--- config.mk ---
export PLATFORM = sky130hd
export DESIGN_NAME = utf8_byte_stream_decoder
export DESIGN_NICKNAME = d
export VERILOG_FILES = /design/src/design/utf8dec_pkg.sv /design/src/design/utf8dec_front.sv /design/src/design/utf8dec_queue.sv /design/src/design/utf8dec_back.sv /design/src/design/utf8_byte_stream_decoder.sv
export SDC_FILE = /design/constraint.sdc
export NUM_CORES = 1
export LEC_CHECK = 0
export ABC_CLOCK_PERIOD_IN_PS = 3800
export BUFFER_PORTS_ARGS = -buffer_cell sky130_fd_sc_hd__buf_2
export CORE_UTILIZATION = 55
export CTS_CLUSTER_DIAMETER = 80
export DETAILED_ROUTE_END_ITERATION = 7
export PLACE_DENSITY = 0.74
export SLEW_MARGIN = 15
export SYNTH_ARGS = -nofsm -noshare
export SYNTH_HDL_FRONTEND = slang
export SYNTH_SLANG_ARGS = --single-unit
--- constraint.sdc ---
create_clock -name clk -period 3.8 [get_ports clk]
set_input_delay 0.38 -clock clk [delete_from_list [all_inputs] [get_ports clk]]
set_output_delay 0.38 -clock clk [all_outputs]
set_load 0.01 [all_outputs]
--- src/design/utf8dec_pkg.sv ---
// shared types and constants for the utf-8 byte stream decoder
`timescale 1ns / 1ps
`default_nettype none
package utf8dec_pkg;

  localparam int QDepth = 4;
  localparam int QAddrW = $clog2(QDepth);
  localparam int QCntW  = $clog2(QDepth + 1);

  localparam logic [2:0] LenNone = 3'd0;
  localparam logic [2:0] LenTwo  = 3'd2;
  localparam logic [2:0] LenThree = 3'd3;
  localparam logic [2:0] LenFour = 3'd4;

  // one decoded request from the front: flushed invalids, then an optional final result
  typedef struct packed {
    logic [1:0]  flush_cnt;
    logic        has_final;
    logic [20:0] code_point;
    logic        is_invalid;
    logic [2:0]  bytes_used;
    logic        end_of_text;
  } job_t;

  // queue status toward the back end
  typedef struct packed {
    logic valid;
    job_t head;
  } q_head_t;

endpackage
`default_nettype wire

--- src/design/utf8dec_front.sv ---
// front end: accepts text bytes, tracks the pending sequence, emits decode jobs
`timescale 1ns / 1ps
`default_nettype none
module utf8dec_front (
  input  wire                clk,
  input  wire                rst,
  input  wire                in_fire,
  input  wire  [7:0]         text_byte,
  output logic               push,
  output utf8dec_pkg::job_t  job
);
  import utf8dec_pkg::*;

  logic [2:0]  expected_length, expected_length_next;
  logic [1:0]  bytes_seen, bytes_seen_next;
  logic [20:0] partial_value, partial_value_next;
  logic [20:0] shifted;
  logic [2:0]  seen_sum;
  logic        pending;
  logic        is_cont;

  assign pending  = (expected_length != LenNone);
  assign is_cont  = (text_byte[7:6] == 2'b10);
  assign shifted  = {partial_value[14:0], text_byte[5:0]};
  assign seen_sum = {1'b0, bytes_seen} + 3'd1;

  always_comb begin
    expected_length_next = expected_length;
    bytes_seen_next      = bytes_seen;
    partial_value_next   = partial_value;
    job                  = '0;
    if (pending && is_cont) begin
      if (seen_sum >= expected_length) begin
        job.has_final        = 1'b1;
        job.code_point       = shifted;
        job.bytes_used       = expected_length;
        expected_length_next = LenNone;
        bytes_seen_next      = 2'd0;
        partial_value_next   = '0;
      end else begin
        bytes_seen_next    = seen_sum[1:0];
        partial_value_next = shifted;
      end
    end else begin
      // broken sequence flushes lead and taken continuations
      job.flush_cnt        = pending ? bytes_seen : 2'd0;
      expected_length_next = LenNone;
      bytes_seen_next      = 2'd0;
      partial_value_next   = '0;
      if (text_byte == 8'h00) begin
        job.has_final   = 1'b1;
        job.end_of_text = 1'b1;
      end else if (!text_byte[7]) begin
        job.has_final  = 1'b1;
        job.code_point = {14'd0, text_byte[6:0]};
        job.bytes_used = 3'd1;
      end else if (text_byte[7:5] == 3'b110) begin
        expected_length_next = LenTwo;
        bytes_seen_next      = 2'd1;
        partial_value_next   = {16'd0, text_byte[4:0]};
      end else if (text_byte[7:4] == 4'b1110) begin
        expected_length_next = LenThree;
        bytes_seen_next      = 2'd1;
        partial_value_next   = {17'd0, text_byte[3:0]};
      end else if (text_byte[7:3] == 5'b11110) begin
        expected_length_next = LenFour;
        bytes_seen_next      = 2'd1;
        partial_value_next   = {18'd0, text_byte[2:0]};
      end else begin
        job.has_final  = 1'b1;
        job.is_invalid = 1'b1;
        job.bytes_used = 3'd1;
      end
    end
  end

  assign push = in_fire && (job.has_final || (job.flush_cnt != 2'd0));

  always_ff @(posedge clk) begin
    if (rst) begin
      expected_length <= LenNone;
      bytes_seen      <= 2'd0;
      partial_value   <= '0;
    end else if (in_fire) begin
      expected_length <= expected_length_next;
      bytes_seen      <= bytes_seen_next;
      partial_value   <= partial_value_next;
    end
  end

endmodule
`default_nettype wire

--- src/design/utf8dec_queue.sv ---
// short job queue between front and back ends
`timescale 1ns / 1ps
`default_nettype none
module utf8dec_queue (
  input  wire                    clk,
  input  wire                    rst,
  input  wire                    push,
  input  utf8dec_pkg::job_t      push_job,
  output logic                   full,
  input  wire                    pop,
  output utf8dec_pkg::q_head_t   head
);
  import utf8dec_pkg::*;

  job_t              entries [QDepth];
  logic [QAddrW-1:0] wr_ptr;
  logic [QAddrW-1:0] rd_ptr;
  logic [QCntW-1:0]  count;

  assign full       = (count == QCntW'(QDepth));
  assign head.valid = (count != '0);
  assign head.head  = entries[rd_ptr];

  always_ff @(posedge clk) begin
    if (push) begin
      entries[wr_ptr] <= push_job;
    end
  end

  always_ff @(posedge clk) begin
    if (rst) begin
      wr_ptr <= '0;
      rd_ptr <= '0;
      count  <= '0;
    end else begin
      if (push) begin
        wr_ptr <= wr_ptr + 1'b1;
      end
      if (pop) begin
        rd_ptr <= rd_ptr + 1'b1;
      end
      if (push && !pop) begin
        count <= count + 1'b1;
      end else if (pop && !push) begin
        count <= count - 1'b1;
      end
    end
  end

endmodule
`default_nettype wire

--- src/design/utf8dec_back.sv ---
// back end: expands each job into results and holds the output register
`timescale 1ns / 1ps
`default_nettype none
module utf8dec_back (
  input  wire                    clk,
  input  wire                    rst,
  input  utf8dec_pkg::q_head_t   head,
  output logic                   pop,
  output logic                   m_tvalid,
  input  wire                    m_tready,
  output logic [23:0]            m_tdata,
  output logic [1:0]             m_tuser,
  output logic                   m_tlast
);
  import utf8dec_pkg::*;

  logic [1:0]  sub, sub_next;
  logic        load;
  logic        in_flush;
  logic        last;
  logic [20:0] cp;
  logic        inv;
  logic [2:0]  used;
  logic        eot;

  assign load     = head.valid && (!m_tvalid || m_tready);
  assign in_flush = (sub < head.head.flush_cnt);

  always_comb begin
    if (in_flush) begin
      cp   = '0;
      inv  = 1'b1;
      used = 3'd1;
      eot  = 1'b0;
      last = (sub == head.head.flush_cnt - 2'd1) && !head.head.has_final;
    end else begin
      cp   = head.head.code_point;
      inv  = head.head.is_invalid;
      used = head.head.bytes_used;
      eot  = head.head.end_of_text;
      last = 1'b1;
    end
    sub_next = last ? 2'd0 : sub + 2'd1;
  end

  assign pop = load && last;

  always_ff @(posedge clk) begin
    if (rst) begin
      m_tvalid <= 1'b0;
      sub      <= 2'd0;
    end else begin
      if (load) begin
        m_tvalid <= 1'b1;
        sub      <= sub_next;
      end else if (m_tready) begin
        m_tvalid <= 1'b0;
      end
    end
  end

  always_ff @(posedge clk) begin
    if (load) begin
      m_tdata <= {used, cp};
      m_tuser <= {eot, inv};
      m_tlast <= last;
    end
  end

endmodule
`default_nettype wire

--- src/design/utf8_byte_stream_decoder.sv ---
// top level of the utf-8 byte stream decoder
// path: a result goes through the job queue, then the output register, after its byte is accepted
// throughput: one byte per cycle while the queue is not full and each byte gives at
// most one result; a broken sequence gives up to four results, one per cycle from the
// back end while the output is not stalled, buffered in a four-entry job queue
// reset: synchronous, clears the pending sequence, the queue and the output valid
`timescale 1ns / 1ps
`default_nettype none
module utf8_byte_stream_decoder (
  input  wire         clk,
  input  wire         rst,
  input  wire         s_tvalid,
  output logic        s_tready,
  input  wire  [7:0]  s_tdata,   // text_byte[7:0]
  output logic        m_tvalid,
  input  wire         m_tready,
  output logic [23:0] m_tdata,   // code_point[20:0], bytes_used[23:21]
  output logic [1:0]  m_tuser,   // is_invalid[0], end_of_text[1]
  output logic        m_tlast    // last_of_run
);
  import utf8dec_pkg::*;

  logic    full;
  logic    push;
  logic    pop;
  logic    in_fire;
  job_t    job;
  q_head_t head;

  assign s_tready = !full;
  assign in_fire  = s_tvalid && s_tready;

  utf8dec_front u_front (
    .clk       (clk),
    .rst       (rst),
    .in_fire   (in_fire),
    .text_byte (s_tdata),
    .push      (push),
    .job       (job)
  );

  utf8dec_queue u_queue (
    .clk      (clk),
    .rst      (rst),
    .push     (push),
    .push_job (job),
    .full     (full),
    .pop      (pop),
    .head     (head)
  );

  utf8dec_back u_back (
    .clk      (clk),
    .rst      (rst),
    .head     (head),
    .pop      (pop),
    .m_tvalid (m_tvalid),
    .m_tready (m_tready),
    .m_tdata  (m_tdata),
    .m_tuser  (m_tuser),
    .m_tlast  (m_tlast)
  );

endmodule
`default_nettype wire

==> impl_metrics.ini, run 1 <==
[status]
status = completed

[clock_network]
cts_setup_buffers = 0
holdBufCountCts = 0
htree_levels = 4
cts_resized = 0
path_clk_slew_ns = 0.06
cts_max_path_buffers = 2
clkLatencyLatePin_ns = 0.43
clkSinkCount = 175
cts-root-buf = clkbuf_16
numCtsBuffers = 17
cts_tree = yes

[timing]
hold_viol_final = 0
finalMaxSlewViolations = 0
fin_worst_skew_ns = 0.00831
slew_headroom_pct = 40.3
worst_slew_pin_slew_ns = 0.893
timing.final.crit_share_pct = 86.6
max_freq_mhz = 304
rsz0062_at_grt = false
post-route-min-period_ns = 3.29
setup_viol = 0
setup_tns_ns = 0

[route]
vias_per_cell = 5.70
wl_mm = 12.5
top_layer_used = met4
drtIter0Drc = 283
wire_per_inst_um = 18.7
firstDrtPassIters = 5
met2_length_mm = 6.23
num_vias = 3816
drc = 0
met1_length_mm = 5.45
dr_wl_met3_um = 596
ant_nets = 0

[placed_design]
dp_cells = 637
hpwl_mm = 7.72
place.gp.congestion = 0.840
port_buffers = 40

[logic_synthesis]
synth_ff_type = edfxtp_1
syn-instance-count = 435
yosys_warnings = 0
syn_area_mm2 = 0.00696
ys_async_sr_fraction_pct = 0
synth.distinct_cells = 41
avgSynthCellArea_um2 = 16.0
syn_nets = 459
synth-seq-area-share_pct = 70.9
synth_seq_cells = 175
synth-edff-count = 143

[pwr]
clockPowerShare_pct = 28.9
switching_share_pct = 28.9
p_comb_share_pct = 25.0
irDropWorstVdd_mv = 0.647
p_leak_nw = 2.78
switching_power_mw = 1.61
power_mw = 5.56
powerDensity_mw_per_mm2 = 699
seqPwrFrac_pct = 46.1
internal-power_mw = 3.96

[cells_and_area]
fillers = 858
nets = 512
n_antenna_cell = 0
seqCellArea_mm2 = 0.00494
fin_cells = 669
final_util_pct = 65.4
drive_gt1_share_pct = 23.0
multi_input_area_mm2 = 0.00189
syn2layout_area_growth_pct = 14.3

[floorplan]
rows = 40
coreArea_mm2 = 0.0122
die_area_mm2 = 0.0131
die_x_um = 115
die_y_um = 115
initial_core_util_pct = 57.3
io_pins = 41

[critical_path]
start_kind = flip-flop
arrival_ns = 3.64
crit_path_max_fanout = 7
end_kind = flip-flop
cp_data_required_time_ns = 4.16
criticalPathCategory = reg -> reg

[global_route]
antenna_found_initial = 0
overflow = 0
grt_pass1_wl_mm = 20.2
grt_usage_pct = 21.3
first_global_vias = 3987
grt_max_degree = 30

[worst_hold_path]
hp-class = in -> reg

[run]
drv_cap = 0
==> cell type report <==
type / instances / share of cell area, %
inverters: 15 / 0.707
flip-flops and latches: 175 / 62.0
repair buffers: 54 / 3.99
multi-input cells: 225 / 23.8
clock buffers: 20 / 5.49
well taps: 168 / 2.64
clock inverters: 12 / 1.37
==> power groups by stage <==
| stage | clock (mW) | sequential (mW) | combinational, mW |
|---|---|---|---|
| final | 1.61 | 2.56 | 1.39 |
| after global routing | 1.70 | 2.59 | 1.52 |
| after CTS | 1.63 | 2.57 | 1.42 |
| after detailed placement | 0 | 2.60 | 1.41 |
| after global placement | 0 | 2.59 | 1.37 |
| after floorplan | 0 | 2.68 | 0.881 |
==> cell usage after synthesis (2+ instances only) <==
cell type    n  area share [%]
o211ai_1     4            0.43
dfxtp_1     32             9.2
edfxtp_1   143              62
mux2i_1      2            0.29
a21boi_0     7            0.75
mux4_1       6             2.3
a21oi_1     25             1.8
o31ai_1      2            0.22
and3_1      14             1.3
ha_1        11             2.0
nand4_1      3            0.27
buf_2        3            0.22
and2_1       5            0.45
a21o_1       3            0.32
inv_1       15            0.81
clkbuf_1    16            0.86
nand2_1     34             1.8
a211oi_1     3            0.32
nor3_1       7            0.50
nor2b_1     26             2.3
mux4_2      23             7.4
nand2b_1     4            0.36
or2_2        2            0.18
nand3_1      2            0.14
xor2_1       2            0.25
o21ai_0      6            0.43
nor4_1       2            0.18
nor2_1      17            0.92
or3_1        2            0.18
or4_1        3            0.32
==> routing by layer <==
layer  track usage, %  vias up
met4             8.83        0
met5                0        -
li1                 -     1760
met2             34.8      102
met3             6.30       21
met1             26.9     1933
==> stage by stage <==
| step | setup WS [ns] | instance area, um2 | hold slack [ns] |
|---|---|---|---|
| after floorplan | 0.469 | 6960 | 0.432 |
| after global placement | 0.675 | 7410 | 0.440 |
| after detailed placement | 0.499 | 7410 | 0.443 |
| after CTS | 0.496 | 7960 | 0.211 |
| after global routing | 0.272 | 7960 | 0.271 |
| final | 0.511 | 7960 | 0.220 |
==> cell families after synthesis <==
kind of cell,Yosys count,share of synthesized area (%)
buf+inv,35,2.05
compound gates,56,5.08
xor+xnor,3,0.575
mux,32,10.2
flops,175,70.9
fa+ha+maj,12,2.26
simple gates,122,9.02
==> state kept, by name, indices dropped and copies added, names as in the netlist, named ones only <==
| name | cells |
|---|---|
| u_back.m_tlast | 1 |
| u_back.m_tvalid | 1 |
| u_queue.entries | 116 |
| u_front.expected_length | 3 |
| u_front.bytes_seen | 2 |
| u_queue.rd_ptr | 2 |
| u_back.m_tdata | 24 |
| u_back.m_tuser | 2 |
| u_queue.wr_ptr | 2 |
| u_front.partial_value | 15 |
| u_back.sub | 2 |
| u_queue.count | 3 |
==> worst max-delay path, cell delays in order, from the launching register on <==
cell      delay (ns)
dfxtp_2         0.36
mux4_1          0.60
inv_1           0.09
ha_1            0.23
a21oi_2         0.15
a21boi_2        0.31
inv_1           0.10
nand2_1         0.08
ha_1            0.18
inv_1           0.07
fa_1            0.43
xor2_1          0.16
or3_1           0.31
a21oi_1         0.14
==> cell usage in the layout (no fill, tap or decap), types with 13 or more instances in the layout <==
cell type,count
nor2_1,17
clkbuf_16,17
a21oi_1,24
buf_2,40
buf_4,13
dfxtp_1,31
mux4_2,23
nand2_1,34
and3_1,14
edfxtp_1,143
nor2b_1,26
inv_1,15
==> worst paths after layout <==
path	from	to	slack, ns	cells past startpoint
worst max-delay path	flip-flop	u_queue.count[2]	0.51	13
worst min-delay path	m_tready	u_back.m_tvalid	0.22	4
worst max register to register	flip-flop	u_queue.count[2]	0.51	13
worst min register to register	u_front.partial_value[10]	u_front.partial_value[10]	0.45	2
Note: power is estimated with default switching activity, not from simulation.
==> run 2: changes to the inputs <==
--- a/config.mk
+++ b/config.mk
@@ -7,6 +7,7 @@
 export LEC_CHECK = 0
 export ABC_CLOCK_PERIOD_IN_PS = 3800
 export BUFFER_PORTS_ARGS = -buffer_cell sky130_fd_sc_hd__buf_2
+export CORE_MARGIN = 10
 export CORE_UTILIZATION = 55
 export CTS_CLUSTER_DIAMETER = 80
 export DETAILED_ROUTE_END_ITERATION = 7
==> impl_metrics.ini, run 2 (synthesis gave the netlist of run 1 again) <==
[status]
status = completed

[clock_network]
cts_setup_buffers = 0
cts_max_path_buffers = 2
clkLatencyLatePin_ns = 0.43
holdBufCountCts = 0
clkSinkCount = 175
cts_resized = 0
cts_tree = yes
path_clk_slew_ns = 0.07
numCtsBuffers = 17
cts-root-buf = clkbuf_16
htree_levels = 4

[timing]
slew_headroom_pct = 42.9
finalMaxSlewViolations = 0
fin_worst_skew_ns = 0.0145
rsz0062_at_grt = false
hold_viol_final = 0
whs_ns = 0.236
max_freq_mhz = 308
worst_slew_pin_slew_ns = 0.855
timing.final.crit_share_pct = 85.4
setup_viol = 0
setup_tns_ns = 0
post-route-min-period_ns = 3.24
finalWorstSetupSlack_ns = 0.556

[cells_and_area]
largest_reg_flops = 116
final_cell_mix = edfxtp_1, buf_2, nand2_1, dfxtp_1, nor2b_1
drive_gt1_share_pct = 24.0
n_antenna_cell = 0
top_regs = u_queue.entries x116, u_back.m_tdata x24, u_front.partial_value x15
nets = 511
syn2layout_area_growth_pct = 15.5
final_common_cell = edfxtp_1
regMostFlops = u_queue.entries

[route]
ant_nets = 0
wire_per_inst_um = 18.4
wl_mm = 12.4
num_vias = 3751
drtIter0Drc = 315
firstDrtPassIters = 5
drc = 0
vias_per_cell = 5.58

[floorplan]
rows = 41
die_y_um = 133
initial_core_util_pct = 55.6
die_area_mm2 = 0.0176
die_x_um = 133
io_pins = 41
coreArea_mm2 = 0.0125

[critical_path]
cp_data_required_time_ns = 4.17
crit_top_cell = inv_1
r2r_setup_slack_ns = 0.56
crit_path_max_fanout = 7
start_kind = flip-flop
slowest_delay_ns = 0.60
end_kind = flip-flop
worstPathCellList = mux4_1, inv_1, ha_1, a21oi_2, a21boi_2, inv_1, nand2_1, ha_1, inv_1, fa_1, xor2_1, or3_1, a21oi_1
reg2reg_depth = 13
criticalPathCategory = reg -> reg
arrival_ns = 3.61
worstReg2RegEnd = u_queue.count[2]
crit_slowest_cell = mux4_1

[run]
drv_cap = 0

[pwr]
internal-power_mw = 4.18
p_leak_nw = 2.83
p_comb_share_pct = 23.6
irDropWorstVdd_mv = 0.608
powerDensity_mw_per_mm2 = 721
seqPwrFrac_pct = 44.1
clockPowerShare_pct = 32.3
switching_share_pct = 28.1
switching_power_mw = 1.63

[placed_design]
port_buffers = 40
place_ws_ns = 0.568
hpwl_mm = 7.67
place.gp.congestion = 0.815

[global_route]
antenna_found_initial = 0
grt_pass1_wl_mm = 20.3
first_global_vias = 3861
grt_max_degree = 30
overflow = 0
grt_usage_pct = 14.8

[worst_hold_path]
holdPathEnd = u_back.m_tvalid
holdPathStages = 4
worstHoldStart = m_tready
hp-class = in -> reg
## run 2: cell types whose count changed in the layout (fill, tap and decap cells not counted), sizes merged
cell,previous run,this run
clkbuf,20,17
clkinvlp,4,1
clkinv,4,1
buf,54,53
inv,18,24
bufinv,1,4
## run 2: how the worst max path moves through the flow
stage                          from                to  slack [ns]  cells after the start
after floorplan           flip-flop  u_queue.count[2]        0.47                     13
after global routing      flip-flop  u_queue.count[2]        0.31                     13
after global placement    flip-flop  u_queue.count[2]        0.66                     13
final                     flip-flop  u_queue.count[2]        0.56                     13
after detailed placement  flip-flop  u_queue.count[2]        0.57                     13
after CTS                 flip-flop  u_queue.count[2]        0.55                     13
## run 2: power groups by stage
| stage | clock network, mW | registers [mW] | logic (mW) |
|---|---|---|---|
| 3_5_place_dp | 0 | 2.60 | 1.41 |
| 5_1_grt | 1.99 | 2.58 | 1.52 |
| 3_3_place_gp | 0 | 2.59 | 1.38 |
| 6_report | 1.87 | 2.56 | 1.37 |
| 2_1_floorplan | 0 | 2.68 | 0.881 |
| 4_1_cts | 1.90 | 2.56 | 1.42 |
## run 2: layout make-up
cell class | count | area, um2
clock inverter | 15 | 220
timing repair buffer | 53 | 298
inverter | 15 | 56.3
fill | 896 | 4470
multi-input combinational | 225 | 1900
sequential | 175 | 4940
clock buffer | 17 | 425
tap | 172 | 215
## run 2: metal layers
metal  vias to the layer above  global-route usage, %  wire length, um
li1                       1764                      -                -
met2                        94                   24.8             6410
met3                        13                   5.19              571
met1                      1880                   17.3             5250
met5                         -                      0                0
met4                         0                   5.44              151
## run 2: stage by stage
step	cell area [um2]	utilization [%]	total power, mW	cells
finish	8050	64.3	5.80	672
global route	8050	64.3	6.10	672
CTS	8050	64.3	5.88	672
detailed placement	7400	59.1	4.00	640
global placement	7400	59.1	3.96	640
floorplan	6960	-	3.56	435
## run 2: worst max-delay path, delay by kind of cell, from the launching register on
| family | cells | cell delay [ns] |
|---|---|---|
| AO/OA/AOI/OAI | 3 | 0.58 |
| XOR/XNOR | 1 | 0.16 |
| adder cells (fa/ha/maj) | 3 | 0.84 |
| buffers and inverters | 3 | 0.25 |
| flip-flops | 1 | 0.36 |
| multiplexers | 1 | 0.60 |
| AND/OR/NAND/NOR | 2 | 0.39 |
==> run 3: changes to the inputs <==
--- a/config.mk
+++ b/config.mk
@@ -5,13 +5,16 @@
 export SDC_FILE = /design/constraint.sdc
 export NUM_CORES = 1
 export LEC_CHECK = 0
+export ABC_AREA = 1
 export ABC_CLOCK_PERIOD_IN_PS = 3800
 export BUFFER_PORTS_ARGS = -buffer_cell sky130_fd_sc_hd__buf_2
+export CELL_PAD_IN_SITES_DETAIL_PLACEMENT = 1
+export CELL_PAD_IN_SITES_GLOBAL_PLACEMENT = 1
 export CORE_MARGIN = 10
-export CORE_UTILIZATION = 55
+export CORE_UTILIZATION = 49
 export CTS_CLUSTER_DIAMETER = 80
 export DETAILED_ROUTE_END_ITERATION = 7
-export PLACE_DENSITY = 0.74
+export PLACE_DENSITY = 0.8
 export SLEW_MARGIN = 15
 export SYNTH_ARGS = -nofsm -noshare
 export SYNTH_HDL_FRONTEND = slang
==> impl_metrics.ini, run 3 <==
[critical_path]
worstPathCellList = buf_4, nand3_2, nand2_2, ha_1, a21oi_2, a21oi_2, inv_1, ha_1, inv_1, fa_1, a21oi_1, o21ai_0, o21ai_0, a21oi_1
crit_slowest_cell = dfxtp_1
cp_data_required_time_ns = 4.11
crit_path_max_fanout = 20
criticalPathCategory = reg -> reg
worstReg2RegEnd = u_queue.count[2]
reg2reg_depth = 14
end_kind = flip-flop
slowest_delay_ns = 0.61
start_kind = flip-flop
arrival_ns = 3.36
r2r_setup_slack_ns = 0.75

[cells_and_area]
fillers = 1518
drive_gt1_share_pct = 17.0
seqCellArea_mm2 = 0.00494
syn2layout_area_growth_pct = 13.4
n_antenna_cell = 0
top_regs = u_queue.entries x116, u_back.m_tdata x24, u_front.partial_value x15
final_cell_mix = edfxtp_1, nor2_1, o21ai_0, inv_1, a21oi_1
largest_reg_flops = 116
final_common_cell = edfxtp_1
nets = 694
multi_input_area_mm2 = 0.00186
regMostFlops = u_queue.entries

[floorplan]
coreArea_mm2 = 0.0144
initial_core_util_pct = 49.8
die_area_mm2 = 0.0199
rows = 44
io_pins = 41
die_x_um = 141
die_y_um = 141

[global_route]
grt_usage_pct = 18.6
grt_pass1_wl_mm = 28.8
antenna_found_initial = 0
first_global_vias = 5180
grt_max_degree = 56
overflow = 0

[clock_network]
cts_tree = yes
htree_levels = 4
cts-root-buf = clkbuf_16
cts_max_path_buffers = 2
path_clk_slew_ns = 0.06
holdBufCountCts = 0
clkSinkCount = 175
cts_setup_buffers = 0
clkLatencyLatePin_ns = 0.43
cts_resized = 0
numCtsBuffers = 17

[timing]
setup_tns_ns = 0
max_freq_mhz = 327
setup_viol = 0
post-route-min-period_ns = 3.05
slew_headroom_pct = 33.0
fin_worst_skew_ns = 0.00694
rsz0062_at_grt = false
whs_ns = 0.212
timing.final.crit_share_pct = 80.4
finalMaxSlewViolations = 0
hold_viol_final = 0
worst_slew_pin_slew_ns = 1.00

[logic_synthesis]
syn-instance-count = 630
yosys_warnings = 0
synth_xor_area_share_pct = 0.122
yosysMostFrequentCell = edfxtp_1
synth_ff_type = edfxtp_1
synth-edff-count = 143
yosys-top-cells-count = edfxtp_1, nor2_1, o21ai_0
avgSynthCellArea_um2 = 11.4
ys_async_sr_fraction_pct = 0
yosysTopAreaCell = edfxtp_1
synthTopCellsByArea = edfxtp_1, dfxtp_1, nor2_1
synth-compound-area-share_pct = 11.6
synth_seq_cells = 175
synthSimpleGateAreaFrac_pct = 11.8
syn_area_mm2 = 0.00719
syn_nets = 654
synth_mux_area_share_pct = 0
synth.distinct_cells = 34
yosys.area_share.adder_pct = 2.19
synth-seq-area-share_pct = 68.7
yosysTopAreaCellShare_pct = 59.8
synth_top_family_by_area = simple AND/OR/NAND/NOR gates

[pwr]
p_leak_nw = 3.04
powerDensity_mw_per_mm2 = 767
irDropWorstVdd_mv = 0.353
power_mw = 6.25

[route]
firstDrtPassIters = 5
drc = 0
wl_mm = 18.1
vias_per_cell = 5.51
drtIter0Drc = 348
ant_nets = 0
num_vias = 4774
wire_per_inst_um = 20.9

[run]
drv_cap = 0

[placed_design]
hpwl_mm = 11.5
place.gp.congestion = 0.844
port_buffers = 40

[worst_hold_path]
hp-class = in -> reg
holdPathStages = 2
holdPathEnd = u_queue.count[0]
worstHoldStart = rst

[status]
status = completed
## run 3: changes by cell type after synthesis, moves of 8 or more
| cell | delta |
|---|---|
| a21oi_1 | +19 |
| and3_1 | -14 |
| buf_2 | +8 |
| inv_1 | +42 |
| mux4_2 | -23 |
| nor2_1 | +124 |
| nor2b_1 | -26 |
| o21ai_0 | +70 |
## run 3: worst max-delay path: cells and delay by family, from the launching register on
family / cells / cell delay (ns)
AOI/OAI and AO/OA: 6 / 0.76
DFF: 1 / 0.61
and+or+nand+nor: 2 / 0.26
buffers and inverters: 3 / 0.48
adders and majority gates: 3 / 0.82
## run 3: metal layers
metal / wire length [um] / part of all wire, % / up-vias / global-route usage (%)
met4: 369 / 2.0 / 0 / 7.01
li1: - / - / 2249 / -
met3: 875 / 4.8 / 25 / 4.67
met5: 0 / 0 / - / 0
met2: 9390 / 52 / 118 / 32.5
met1: 7450 / 41 / 2382 / 21.5
## run 3: where the power goes
part | internal (mW) | switching (mW) | leakage (nW)
combinational | 0.537 | 1.29 | 1.08
sequential | 2.54 | 0.135 | 1.66
clock | 1.05 | 0.704 | 0.297
total | 4.12 | 2.13 | 3.04
## run 3: metrics by stage
stage	cells	setup WS [ns]	instance area (um2)	utilization, %
4_1_cts	867	0.738	8150	56.5
2_1_floorplan	630	0.741	7190	-
6_report	867	0.745	8150	56.5
3_3_place_gp	835	0.857	7540	52.3
3_5_place_dp	835	0.790	7540	52.3
5_1_grt	867	0.420	8150	56.5
## run 3: layout make-up
class | count | share of cell area (%)
multi-input combinational | 363 | 22.8
inverter | 63 | 2.96
clock buffer | 25 | 6.59
tap | 184 | 2.83
sequential | 175 | 60.6
clock inverter | 7 | 0.860
timing repair buffer | 50 | 3.38
## run 3: logic make-up after synthesis
| logic type | count (synthesis) |
|---|---|
| compound gates | 149 |
| buf+inv | 92 |
| flops | 175 |
| fa+ha+maj | 12 |
| xor+xnor | 1 |
| simple gates | 201 |
## run 3: how the worst max path moves through the flow
stage / endpoint / slack [ns] / cells past startpoint
floorplan: u_queue.entries[0][0] / 0.74 / 10
global placement: u_queue.count[2] / 0.86 / 15
detailed placement: u_queue.count[2] / 0.79 / 14
CTS: u_queue.count[2] / 0.74 / 14
global route: u_queue.count[2] / 0.42 / 14
finish: u_queue.count[2] / 0.75 / 14
